### src/rtl/dlp_pkg.sv
`default_nettype none
// ----------------------------------------------------------------------------
// dlp_pkg
// shared constants, types and helper functions of the distance line parser
// ----------------------------------------------------------------------------
package dlp_pkg;

    localparam int LINE_CAPACITY_DEF = 128;

    localparam logic [2:0] PH_LEAD   = 3'd0;
    localparam logic [2:0] PH_DIGITS = 3'd1;
    localparam logic [2:0] PH_GAP    = 3'd2;
    localparam logic [2:0] PH_C      = 3'd3;
    localparam logic [2:0] PH_M      = 3'd4;
    localparam logic [2:0] PH_TAIL   = 3'd5;
    localparam logic [2:0] PH_FAIL   = 3'd6;

    localparam logic [1:0] UNIT_NONE = 2'd0;
    localparam logic [1:0] UNIT_MM   = 2'd1;
    localparam logic [1:0] UNIT_CM   = 2'd2;
    localparam logic [1:0] UNIT_M    = 2'd3;

    // byte classes handed from front to back
    localparam logic [1:0] CLS_TOKEN = 2'd0;
    localparam logic [1:0] CLS_SEP   = 2'd1;
    localparam logic [1:0] CLS_ZERO  = 2'd2;
    localparam logic [1:0] CLS_EOL   = 2'd3;

    localparam logic [7:0] CH_CR = 8'h0D;
    localparam logic [7:0] CH_LF = 8'h0A;
    localparam logic [7:0] CH_EQ = 8'h3D;
    localparam logic [7:0] CH_CO = 8'h3A;

    typedef struct packed {
        logic [1:0] cls;
        logic       ovf;
        logic [7:0] ch;
    } dlp_req_t;

    typedef struct packed {
        logic [2:0]  phase;
        logic [32:0] value;
        logic [1:0]  unit;
    } dlp_num_t;

    function automatic logic [7:0] upcase(input logic [7:0] c);
        upcase = (c >= 8'h61 && c <= 8'h7A) ? c - 8'd32 : c;
    endfunction

    function automatic logic is_ws(input logic [7:0] c);
        is_ws = (c == 8'h0B) || (c == 8'h0C) || (c == 8'h0D);
    endfunction

    function automatic logic is_digit(input logic [7:0] c);
        is_digit = (c >= 8'h30) && (c <= 8'h39);
    endfunction

    function automatic logic [7:0] key_char(input logic [1:0] k, input logic [3:0] p);
        logic [63:0] s;
        s = 64'h0;
        case (k)
            2'd0: s = {"DIST", 32'h0};
            2'd1: s = "DISTANCE";
            2'd2: s = {"RANGE", 24'h0};
            default: s = {"DIST_MM", 8'h0};
        endcase
        key_char = s[63 - 8*p[2:0] -: 8];
    endfunction

    function automatic logic [3:0] key_len(input logic [1:0] k);
        case (k)
            2'd0: key_len = 4'd4;
            2'd1: key_len = 4'd8;
            2'd2: key_len = 4'd5;
            default: key_len = 4'd7;
        endcase
    endfunction

endpackage
`default_nettype wire

### src/rtl/dlp_front.sv
`default_nettype none
// ----------------------------------------------------------------------------
// dlp_front
// accepts bytes, tracks line length and classifies each byte it passes on
// ----------------------------------------------------------------------------
module dlp_front #(
    parameter int LINE_CAPACITY = dlp_pkg::LINE_CAPACITY_DEF
) (
    input  wire logic             clk,
    input  wire logic             rst_n,
    input  wire logic             in_valid,
    input  wire logic [7:0]       in_byte,
    output logic                  in_stall,
    output logic                  req_valid,
    output dlp_pkg::dlp_req_t     req,
    input  wire logic             req_stall
);
    localparam int LW = $clog2(LINE_CAPACITY);

    logic [LW-1:0] len_reg, len_next;
    logic          ovf_reg, ovf_next;
    logic          ended_reg, ended_next;
    logic          fire;

    assign in_stall = req_stall;
    assign fire     = in_valid && !req_stall;

    always_comb
    begin
        len_next   = len_reg;
        ovf_next   = ovf_reg;
        ended_next = ended_reg;
        req_valid  = 1'b0;
        req.cls    = dlp_pkg::CLS_TOKEN;
        req.ovf    = ovf_reg;
        req.ch     = in_byte;
        if (fire && in_byte != dlp_pkg::CH_CR)
        begin
            if (in_byte == dlp_pkg::CH_LF)
            begin
                req_valid  = 1'b1;
                req.cls    = dlp_pkg::CLS_EOL;
                len_next   = '0;
                ovf_next   = 1'b0;
                ended_next = 1'b0;
            end
            else if (!ovf_reg)
            begin
                if ({1'b0, len_reg} >= (LW+1)'(LINE_CAPACITY - 1))
                begin
                    len_next = '0;
                    ovf_next = 1'b1;
                end
                else
                begin
                    len_next = len_reg + 1'b1;
                    if (!ended_reg)
                    begin
                        req_valid = 1'b1;
                        if (in_byte == 8'h00)
                        begin
                            req.cls    = dlp_pkg::CLS_ZERO;
                            ended_next = 1'b1;
                        end
                        else if (in_byte == 8'h2C || in_byte == 8'h3B ||
                                 in_byte == 8'h09 || in_byte == 8'h20)
                            req.cls = dlp_pkg::CLS_SEP;
                    end
                end
            end
        end
    end

    always_ff @(posedge clk or negedge rst_n)
    begin
        if (!rst_n)
        begin
            len_reg   <= '0;
            ovf_reg   <= 1'b0;
            ended_reg <= 1'b0;
        end
        else
        begin
            len_reg   <= len_next;
            ovf_reg   <= ovf_next;
            ended_reg <= ended_next;
        end
    end

`ifndef SYNTHESIS
    a_len_bound: assert property (@(posedge clk) disable iff (!rst_n)
        {1'b0, len_reg} < (LW+1)'(LINE_CAPACITY)) else $error("length overrun");
    a_ovf_quiet: assert property (@(posedge clk) disable iff (!rst_n)
        req_valid && ovf_reg |-> req.cls == dlp_pkg::CLS_EOL) else $error("overflow leak");
    a_ended_quiet: assert property (@(posedge clk) disable iff (!rst_n)
        req_valid && ended_reg |-> req.cls == dlp_pkg::CLS_EOL) else $error("ended leak");
`endif
endmodule
`default_nettype wire

### src/rtl/dlp_fifo.sv
`default_nettype none
// ----------------------------------------------------------------------------
// dlp_fifo
// two-entry request queue between front and back
// ----------------------------------------------------------------------------
module dlp_fifo (
    input  wire logic             clk,
    input  wire logic             rst_n,
    input  wire logic             wr_valid,
    input  wire dlp_pkg::dlp_req_t wr_data,
    output logic                  wr_stall,
    output logic                  rd_valid,
    output dlp_pkg::dlp_req_t     rd_data,
    input  wire logic             rd_stall
);
    dlp_pkg::dlp_req_t mem_reg [2];
    logic       wp_reg, rp_reg;
    logic [1:0] cnt_reg;
    logic       wr, rd;

    assign wr_stall = cnt_reg == 2'd2;
    assign rd_valid = cnt_reg != 2'd0;
    assign rd_data  = mem_reg[rp_reg];
    assign wr = wr_valid && !wr_stall;
    assign rd = rd_valid && !rd_stall;

    always_ff @(posedge clk)
    begin
        if (wr)
            mem_reg[wp_reg] <= wr_data;
    end

    always_ff @(posedge clk or negedge rst_n)
    begin
        if (!rst_n)
        begin
            wp_reg  <= 1'b0;
            rp_reg  <= 1'b0;
            cnt_reg <= 2'd0;
        end
        else
        begin
            if (wr)
                wp_reg <= !wp_reg;
            if (rd)
                rp_reg <= !rp_reg;
            cnt_reg <= cnt_reg + {1'b0, wr} - {1'b0, rd};
        end
    end

`ifndef SYNTHESIS
    a_cnt: assert property (@(posedge clk) disable iff (!rst_n)
        cnt_reg <= 2'd2) else $error("queue count");
    a_ptr: assert property (@(posedge clk) disable iff (!rst_n)
        (cnt_reg == 2'd0 || cnt_reg == 2'd2) |-> wp_reg == rp_reg) else $error("queue ptr");
    a_full: assert property (@(posedge clk) disable iff (!rst_n)
        cnt_reg == 2'd2 && !rd |=> cnt_reg == 2'd2) else $error("queue lost");
`endif
endmodule
`default_nettype wire

### src/rtl/dlp_back.sv
`default_nettype none
// ----------------------------------------------------------------------------
// dlp_back
// token scanners, key matchers and result register
// ----------------------------------------------------------------------------
module dlp_back (
    input  wire logic              clk,
    input  wire logic              rst_n,
    input  wire logic              req_valid,
    input  wire dlp_pkg::dlp_req_t req,
    output logic                   req_stall,
    output logic                   out_valid,
    output logic                   distance_found,
    output logic [31:0]            length_mm,
    input  wire logic              out_stall
);
    localparam logic [32:0] SAT = 33'h1_0000_0000;

    dlp_pkg::dlp_num_t num_reg [3];
    dlp_pkg::dlp_num_t num_next [3];
    logic       ne_reg, ne_next, eq_reg, eq_next, co_reg, co_next;
    logic [3:0] km_reg [2];
    logic [3:0] km_next [2];
    logic [3:0] kp_reg [2];
    logic [3:0] kp_next [2];
    logic       ff_reg, ff_next;
    logic [31:0] fd_reg, fd_next;
    logic       ov_reg, of_reg;
    logic [31:0] od_reg;
    logic       take, finish, clear, win;
    logic [1:0] h;
    logic       need, ok;
    logic [1:0] unit;
    logic [32:0] val;
    logic [42:0] prod;
    logic [7:0] u;

    assign req_stall = ov_reg && out_stall;
    assign take      = req_valid && !req_stall;
    assign out_valid = ov_reg;
    assign distance_found = of_reg;
    assign length_mm      = od_reg;
    assign u = dlp_pkg::upcase(req.ch);

    function automatic dlp_pkg::dlp_num_t nfeed(input dlp_pkg::dlp_num_t n,
                                               input logic [7:0] c);
        dlp_pkg::dlp_num_t r;
        logic [7:0]  uc;
        logic [36:0] v;
        r  = n;
        uc = dlp_pkg::upcase(c);
        v  = {n.value, 3'b0} + {2'b0, n.value, 1'b0} + {29'b0, c - 8'h30};
        unique case (n.phase)
            dlp_pkg::PH_LEAD:
                if (dlp_pkg::is_digit(c))
                begin
                    r.value = {25'b0, c - 8'h30};
                    r.phase = dlp_pkg::PH_DIGITS;
                end
                else if (!dlp_pkg::is_ws(c))
                    r.phase = dlp_pkg::PH_FAIL;
            dlp_pkg::PH_DIGITS, dlp_pkg::PH_GAP:
                if (n.phase == dlp_pkg::PH_DIGITS && dlp_pkg::is_digit(c))
                    r.value = (v > {4'b0, SAT}) ? SAT : v[32:0];
                else if (dlp_pkg::is_ws(c)) r.phase = dlp_pkg::PH_GAP;
                else if (uc == 8'h43) r.phase = dlp_pkg::PH_C;
                else if (uc == 8'h4D) r.phase = dlp_pkg::PH_M;
                else r.phase = dlp_pkg::PH_FAIL;
            dlp_pkg::PH_C:
                if (uc == 8'h4D)
                begin
                    r.unit = dlp_pkg::UNIT_CM;
                    r.phase = dlp_pkg::PH_TAIL;
                end
                else r.phase = dlp_pkg::PH_FAIL;
            dlp_pkg::PH_M:
                if (uc == 8'h4D)
                begin
                    r.unit = dlp_pkg::UNIT_MM;
                    r.phase = dlp_pkg::PH_TAIL;
                end
                else if (dlp_pkg::is_ws(c))
                begin
                    r.unit = dlp_pkg::UNIT_M;
                    r.phase = dlp_pkg::PH_TAIL;
                end
                else r.phase = dlp_pkg::PH_FAIL;
            dlp_pkg::PH_TAIL:
                if (!dlp_pkg::is_ws(c)) r.phase = dlp_pkg::PH_FAIL;
            default: r.phase = dlp_pkg::PH_FAIL;
        endcase
        return r;
    endfunction

    function automatic logic key_hit(input logic [3:0] m, input logic [3:0] p);
        logic hit;
        hit = 1'b0;
        for (int k = 0; k < 4; k++)
            if (m[k] && p == dlp_pkg::key_len(2'(k)))
                hit = 1'b1;
        return hit;
    endfunction

    always_comb
    begin
        h = 2'd0;
        need = 1'b1;
        if (eq_reg)
        begin
            h = 2'd1;
            need = !key_hit(km_reg[0], kp_reg[0]);
        end
        else if (co_reg)
        begin
            h = 2'd2;
            need = !key_hit(km_reg[1], kp_reg[1]);
        end
        ok = 1'b1;
        unit = dlp_pkg::UNIT_NONE;
        case (num_reg[h].phase)
            dlp_pkg::PH_DIGITS, dlp_pkg::PH_GAP: unit = dlp_pkg::UNIT_NONE;
            dlp_pkg::PH_M: unit = dlp_pkg::UNIT_M;
            dlp_pkg::PH_TAIL: unit = num_reg[h].unit;
            default: ok = 1'b0;
        endcase
        val = num_reg[h].value;
        case (unit)
            dlp_pkg::UNIT_CM: prod = {10'b0, val} * 43'd10;
            dlp_pkg::UNIT_M:  prod = {10'b0, val} * 43'd1000;
            default:          prod = {10'b0, val};
        endcase
    end

    always_comb
    begin
        finish = take && req.cls != dlp_pkg::CLS_TOKEN && !req.ovf;
        clear  = take && req.cls != dlp_pkg::CLS_TOKEN;
        win    = finish && ne_reg && ok && !(need && unit == dlp_pkg::UNIT_NONE) &&
                 prod[42:32] == 11'd0 && !ff_reg;
        ff_next = ff_reg;
        fd_next = fd_reg;
        ne_next = ne_reg;
        eq_next = eq_reg;
        co_next = co_reg;
        for (int i = 0; i < 3; i++)
            num_next[i] = num_reg[i];
        for (int j = 0; j < 2; j++)
        begin
            km_next[j] = km_reg[j];
            kp_next[j] = kp_reg[j];
        end
        if (win)
        begin
            ff_next = 1'b1;
            fd_next = prod[31:0];
        end
        if (take && req.cls == dlp_pkg::CLS_TOKEN)
        begin
            ne_next = 1'b1;
            num_next[0] = nfeed(num_reg[0], req.ch);
            if (eq_reg) num_next[1] = nfeed(num_reg[1], req.ch);
            else if (req.ch == dlp_pkg::CH_EQ) eq_next = 1'b1;
            if (co_reg) num_next[2] = nfeed(num_reg[2], req.ch);
            else if (req.ch == dlp_pkg::CH_CO) co_next = 1'b1;
            for (int j = 0; j < 2; j++)
                if ((j == 0 && !eq_reg && req.ch != dlp_pkg::CH_EQ) ||
                    (j == 1 && !co_reg && req.ch != dlp_pkg::CH_CO))
                begin
                    for (int k = 0; k < 4; k++)
                        if (kp_reg[j] >= dlp_pkg::key_len(2'(k)) ||
                            dlp_pkg::key_char(2'(k), kp_reg[j]) != u)
                            km_next[j][k] = 1'b0;
                    if (kp_reg[j] != 4'd15)
                        kp_next[j] = kp_reg[j] + 4'd1;
                end
        end
        if (clear)
        begin
            ne_next = 1'b0;
            eq_next = 1'b0;
            co_next = 1'b0;
            for (int i = 0; i < 3; i++)
                num_next[i] = '{dlp_pkg::PH_LEAD, 33'd0, dlp_pkg::UNIT_NONE};
            for (int j = 0; j < 2; j++)
            begin
                km_next[j] = 4'hF;
                kp_next[j] = 4'd0;
            end
        end
        if (take && req.cls == dlp_pkg::CLS_EOL)
        begin
            ff_next = 1'b0;
            fd_next = '0;
        end
    end

    always_ff @(posedge clk or negedge rst_n)
    begin
        if (!rst_n)
        begin
            ff_reg <= 1'b0;
            fd_reg <= '0;
            ne_reg <= 1'b0;
            eq_reg <= 1'b0;
            co_reg <= 1'b0;
            ov_reg <= 1'b0;
            of_reg <= 1'b0;
            od_reg <= '0;
            for (int i = 0; i < 3; i++)
                num_reg[i] <= '{dlp_pkg::PH_LEAD, 33'd0, dlp_pkg::UNIT_NONE};
            for (int j = 0; j < 2; j++)
            begin
                km_reg[j] <= 4'hF;
                kp_reg[j] <= 4'd0;
            end
        end
        else
        begin
            ff_reg <= ff_next;
            fd_reg <= fd_next;
            ne_reg <= ne_next;
            eq_reg <= eq_next;
            co_reg <= co_next;
            for (int i = 0; i < 3; i++)
                num_reg[i] <= num_next[i];
            for (int j = 0; j < 2; j++)
            begin
                km_reg[j] <= km_next[j];
                kp_reg[j] <= kp_next[j];
            end
            if (take && req.cls == dlp_pkg::CLS_EOL)
            begin
                ov_reg <= 1'b1;
                of_reg <= (ff_reg || win) && !req.ovf;
                od_reg <= ((ff_reg || win) && !req.ovf) ?
                          (ff_reg ? fd_reg : prod[31:0]) : 32'd0;
            end
            else if (!out_stall)
                ov_reg <= 1'b0;
        end
    end

`ifndef SYNTHESIS
    a_found_zero: assert property (@(posedge clk) disable iff (!rst_n)
        out_valid && !distance_found |-> length_mm == 32'd0) else $error("stray value");
    a_hold: assert property (@(posedge clk) disable iff (!rst_n)
        out_valid && out_stall |=> out_valid) else $error("result dropped");
    a_eol_clears: assert property (@(posedge clk) disable iff (!rst_n)
        take && req.cls == dlp_pkg::CLS_EOL |=> !ff_reg && !ne_reg) else $error("no clear");
`endif
endmodule
`default_nettype wire

### src/rtl/distance_line_parser_top.sv
`default_nettype none
// ----------------------------------------------------------------------------
// distance_line_parser_top
// streaming text line parser giving a distance in millimetres per line
// ----------------------------------------------------------------------------
// path: a newline reaches result valid through the queue write and then the back register
// throughput: one byte per cycle while the request queue is not full (in_stall low)
// reset: asynchronous, clears line, token and found state and empties the queue
module distance_line_parser_top #(
    parameter int LINE_CAPACITY = dlp_pkg::LINE_CAPACITY_DEF
) (
    input  wire logic        clk,
    input  wire logic        rst_n,
    input  wire logic        in_valid,
    output logic             in_stall,
    input  wire logic [7:0]  rx_byte,
    output logic             out_valid,
    input  wire logic        out_stall,
    output logic             distance_found,
    output logic [31:0]      length_mm
);
    logic              f_valid, f_stall, b_valid, b_stall;
    dlp_pkg::dlp_req_t f_req, b_req;

    dlp_front #(.LINE_CAPACITY(LINE_CAPACITY)) u_front (
        .clk(clk), .rst_n(rst_n), .in_valid(in_valid), .in_byte(rx_byte),
        .in_stall(in_stall), .req_valid(f_valid), .req(f_req), .req_stall(f_stall)
    );

    dlp_fifo u_fifo (
        .clk(clk), .rst_n(rst_n), .wr_valid(f_valid), .wr_data(f_req),
        .wr_stall(f_stall), .rd_valid(b_valid), .rd_data(b_req), .rd_stall(b_stall)
    );

    dlp_back u_back (
        .clk(clk), .rst_n(rst_n), .req_valid(b_valid), .req(b_req),
        .req_stall(b_stall), .out_valid(out_valid), .distance_found(distance_found),
        .length_mm(length_mm), .out_stall(out_stall)
    );
endmodule
`default_nettype wire
### config.mk
export PLATFORM = sky130hd
export DESIGN_NAME = distance_line_parser_top
export DESIGN_NICKNAME = d
export VERILOG_FILES = /design/src/rtl/dlp_pkg.sv /design/src/rtl/dlp_front.sv /design/src/rtl/dlp_fifo.sv /design/src/rtl/dlp_back.sv /design/src/rtl/distance_line_parser_top.sv
export SDC_FILE = /design/constraint.sdc
export NUM_CORES = 1
export LEC_CHECK = 0
export ABC_AREA = 1
export BUFFER_PORTS_ARGS = -buffer_cell sky130_fd_sc_hd__buf_4
export CAP_MARGIN = 5
export CORE_MARGIN = 4
export CORE_UTILIZATION = 40
export DETAILED_ROUTE_END_ITERATION = 7
export GPL_TIMING_DRIVEN = 0
export SETUP_SLACK_MARGIN = 0.4
export SLEW_MARGIN = 20
export SYNTH_ARGS = -nofsm -noshare
export SYNTH_HDL_FRONTEND = slang
export SYNTH_SLANG_ARGS = --single-unit
### constraint.sdc
create_clock -name clk -period 6.6 [get_ports clk]
set_input_delay 0.99 -clock clk [delete_from_list [all_inputs] [get_ports clk]]
set_output_delay 0.99 -clock clk [all_outputs]
set_load 0.03 [all_outputs]
==> impl_metrics.json <==
{
  "status": "completed",
  "worstPathArrival_ns": 6.48,
  "seq_power_share_pct": 26.3,
  "cts.sinks": 235,
  "antenna_found_initial": 1,
  "cp_common_cell": "nand2_1",
  "drt.antenna.violating_nets": 0,
  "fin_crit_sh_pct": 90.54,
  "hold_buffers": 0,
  "hold_class": "input pin to async pin",
  "die_w_um": 285.8,
  "cts_max_path_buffers": 3,
  "grt_max_degree": 95,
  "diodes": 0,
  "ys_seq_area_share_pct": 19.45,
  "first_pass_iters": 7,
  "cp.depth": 29,
  "utilization_pct": 45.90,
  "fin_setup_tns_ns": 0,
  "p_switching_mw": 3.236,
  "synth_edf_count": 22,
  "cts_root_buf": "clkbuf_16",
  "die_y_um": 285.8,
  "wirelength_um": 102500,
  "start_util_pct": 40.50,
  "maxCapViolCount": 0,
  "viasPerCell": 5.197,
  "wl_per_cell_um": 17.45,
  "n_fill_cell": 7975,
  "worst_pin_slew_ns": 0.9529,
  "dp_hpwl_um": 85590,
  "cts-buffers-inserted": 30,
  "coreArea_um2": 76200,
  "worst-path-max-fanout": 10,
  "grt_pass1_vias": 29810,
  "gp_congestion": 0.9899,
  "seqCellArea_um2": 6002,
  "period_needed_ns": 5.976,
  "skew_ns": 0.01385,
  "r2r_slack_ns": 0.62,
  "placed_cell_area_um2": 32730,
  "cts_tree": "yes",
  "fmax_mhz": 167.3,
  "drt-initial-drc-count": 2337,
  "die-area_um2": 81660,
  "largest_reg_flops": 114,
  "clkTransAtPathRegs_ns": 0.06,
  "drv_slew": 0,
  "syn2layout_area_growth_pct": 13.33,
  "path_buf_inv": 7,
  "fin_area_um2": 34970,
  "yosysWarnings": 0,
  "slowest_stage": "fa_2",
  "synth.distinct_cells": 67,
  "start_kind": "flop",
  "grt_usage_pct": 24.78,
  "cp-startpoint": "u_back.eq_reg$_DFFE_PN0P_",
  "syn-num-nets": 5177,
  "dp_slack_ns": -0.7669,
  "synth.avg_cell_area_um2": 6.602,
  "crit_family": "adder cells",
  "drive_gt1_share_pct": 8.402,
  "finalPower_mw": 7.026,
  "multiInputGateArea_um2": 22540,
  "netlist_instances": 4674,
  "powerDensity_nw_per_um2": 200.9,
  "finalHoldViolations": 0,
  "row_count": 101,
  "ys_ff_latch": 235,
  "report.final.setup_viol": 0,
  "rsz0062_at_grt": "yes",
  "num_vias": 30530,
  "internal_power_mw": 3.790,
  "portBuffers": 46,
  "critPathKind": "flop to flop",
  "required_ns": 7.11,
  "p_leak_nw": 18.42,
  "gr-total-overflow": 0,
  "grt_pass1_wl_um": 163200,
  "swShare_pct": 46.06,
  "rr_endpoint": "u_back.fd_reg[10]$_DFFE_PN0P_",
  "ys.flop_type": "dfrtp_1",
  "slew_headroom_pct": 36.24,
  "syn_area_um2": 30860,
  "insertion_delay_ns": 0.58,
  "comb_power_share_pct": 50.3,
  "r2r_start": "u_back.eq_reg$_DFFE_PN0P_",
  "drc_errors": 0,
  "p_clk_share_pct": 23.4,
  "vdd_drop_max_uv": 282.0,
  "synthArstFlopShare_pct": 90.64,
  "htreeDepth": 1,
  "ioPinCount": 47,
  "fin_ws_ns": 0.6243,
  "end_kind": "flop",
  "max_stage_delay_ns": 0.62,
  "endpoint": "u_back.fd_reg[10]$_DFFE_PN0P_",
  "r2r_cells": 29,
  "nNetsFinal": 5324
}
-- how the worst min path moves through the flow --
| stage | startpoint | endpoint | slack [ns] |
|---|---|---|---|
| 2_1_floorplan | u_back.km_reg[0]$_DFFE_PN1P_ | u_back.km_reg[0]$_DFFE_PN1P_ | 0.44 |
| 3_3_place_gp | u_back.km_reg[3]$_DFFE_PN1P_ | u_back.km_reg[3]$_DFFE_PN1P_ | 0.45 |
| 3_5_place_dp | u_back.km_reg[7]$_DFFE_PN1P_ | u_back.km_reg[7]$_DFFE_PN1P_ | 0.45 |
| 4_1_cts | rst_n | u_front.len_reg[5]$_DFFE_PN0P_ | 0.25 |
| 5_1_grt | rst_n | u_front.len_reg[5]$_DFFE_PN0P_ | 0.27 |
| 6_report | rst_n | u_front.len_reg[4]$_DFFE_PN0P_ | 0.27 |
-- cells in the final DEF (no fill, tap or decap), types with 13 or more instances in the layout --
cell type	n
nand2_1	1459
inv_1	655
nor2_1	428
ha_1	334
nand3_1	295
a21oi_1	223
dfrtp_1	204
o21ai_0	202
fa_1	140
buf_4	108
nand4_1	61
o21ai_1	59
xor2_1	47
clkbuf_1	45
nor3_1	41
xnor2_1	40
nand2_2	31
clkbuf_16	31
inv_2	23
buf_6	22
nand3b_1	22
a211oi_1	22
edfxtp_1	22
nor2_2	21
a221oi_4	18
o21bai_1	18
o21a_1	13
o221ai_1	13
-- per-layer routing --
layer	share of wire, %	wire length, µm	vias to the layer above	GRT usage [%]
met4	3.2	3235	0	6.663
met2	48	49120	721	43.67
met3	4.7	4832	152	2.112
li1	-	-	15420	-
met1	44	45320	14240	32.65
met5	0	0	-	0
-- stage by stage --
step / hold WS (ns) / instances
after floorplan: 0.4419 / 4674
final: 0.2711 / 5874
after global routing: 0.2656 / 5874
after global placement: 0.4548 / 5750
after CTS: 0.2497 / 5851
after detailed placement: 0.4549 / 5764
-- cell families (layout without fill, tap and decap cells) --
logic type / after synthesis / count (layout) / share of synthesized area, %
adder cells (fa/ha/maj): 491 / 491 / 23.34
XOR/XNOR: 88 / 88 / 2.498
flip-flops: 235 / 235 / 19.45
AND/OR/NAND/NOR: 2426 / 2426 / 32.75
AO/OA/AOI/OAI: 655 / 655 / 12.11
buffers and inverters: 779 / 949 / 9.852
-- final cells by class --
type	instances	share of cell area, %
well taps	1030	3.685
plain buffers	86	1.506
multi-input cells	3660	64.45
repair buffers	115	2.805
clock inverters	18	0.4794
inverters	693	7.549
clock buffers	37	2.368
flip-flops and latches	235	17.16
-- synth_stat cells (all sizes together), types with 9 or more instances --
| cell | count | area share (%) |
|---|---|---|
| nor2 | 459 | 5.9 |
| edfxtp | 22 | 2.1 |
| ha | 350 | 14 |
| nand3b | 22 | 0.54 |
| xnor2 | 40 | 1.1 |
| a21oi | 235 | 3.8 |
| o22ai | 9 | 0.18 |
| nand4 | 61 | 1.2 |
| dfrtp | 205 | 17 |
| o221ai | 19 | 0.54 |
| o21ai | 266 | 4.4 |
| xor2 | 48 | 1.4 |
| fa | 141 | 9.1 |
| o21bai | 19 | 0.47 |
| or2 | 13 | 0.26 |
| inv | 688 | 8.4 |
| buf | 44 | 0.90 |
| nand3 | 303 | 5.0 |
| o21a | 16 | 0.39 |
| nand2 | 1495 | 18 |
| nor3 | 46 | 0.84 |
| nor4 | 15 | 0.34 |
| a221oi | 22 | 0.62 |
| a211oi | 22 | 0.54 |
| clkbuf | 42 | 0.51 |
-- power groups by stage --
stage,registers (mW),logic [mW],clock network (mW)
after floorplan,1.85,2.47,0
after global placement,1.86,3.43,0
after detailed placement,1.86,3.45,0
after CTS,1.84,3.49,1.68
after global routing,1.87,3.98,1.75
final,1.85,3.53,1.65
-- timing repair --
| action | in CTS | in global routing |
|---|---|---|
| resized for setup | 61 | 125 |
| endpoints found under the setup margin | 161 | 127 |
| pin swaps | 12 | 29 |
| buffers inserted | 32 | 23 |
No activity file was read; power rests on OpenSTA's default activity.
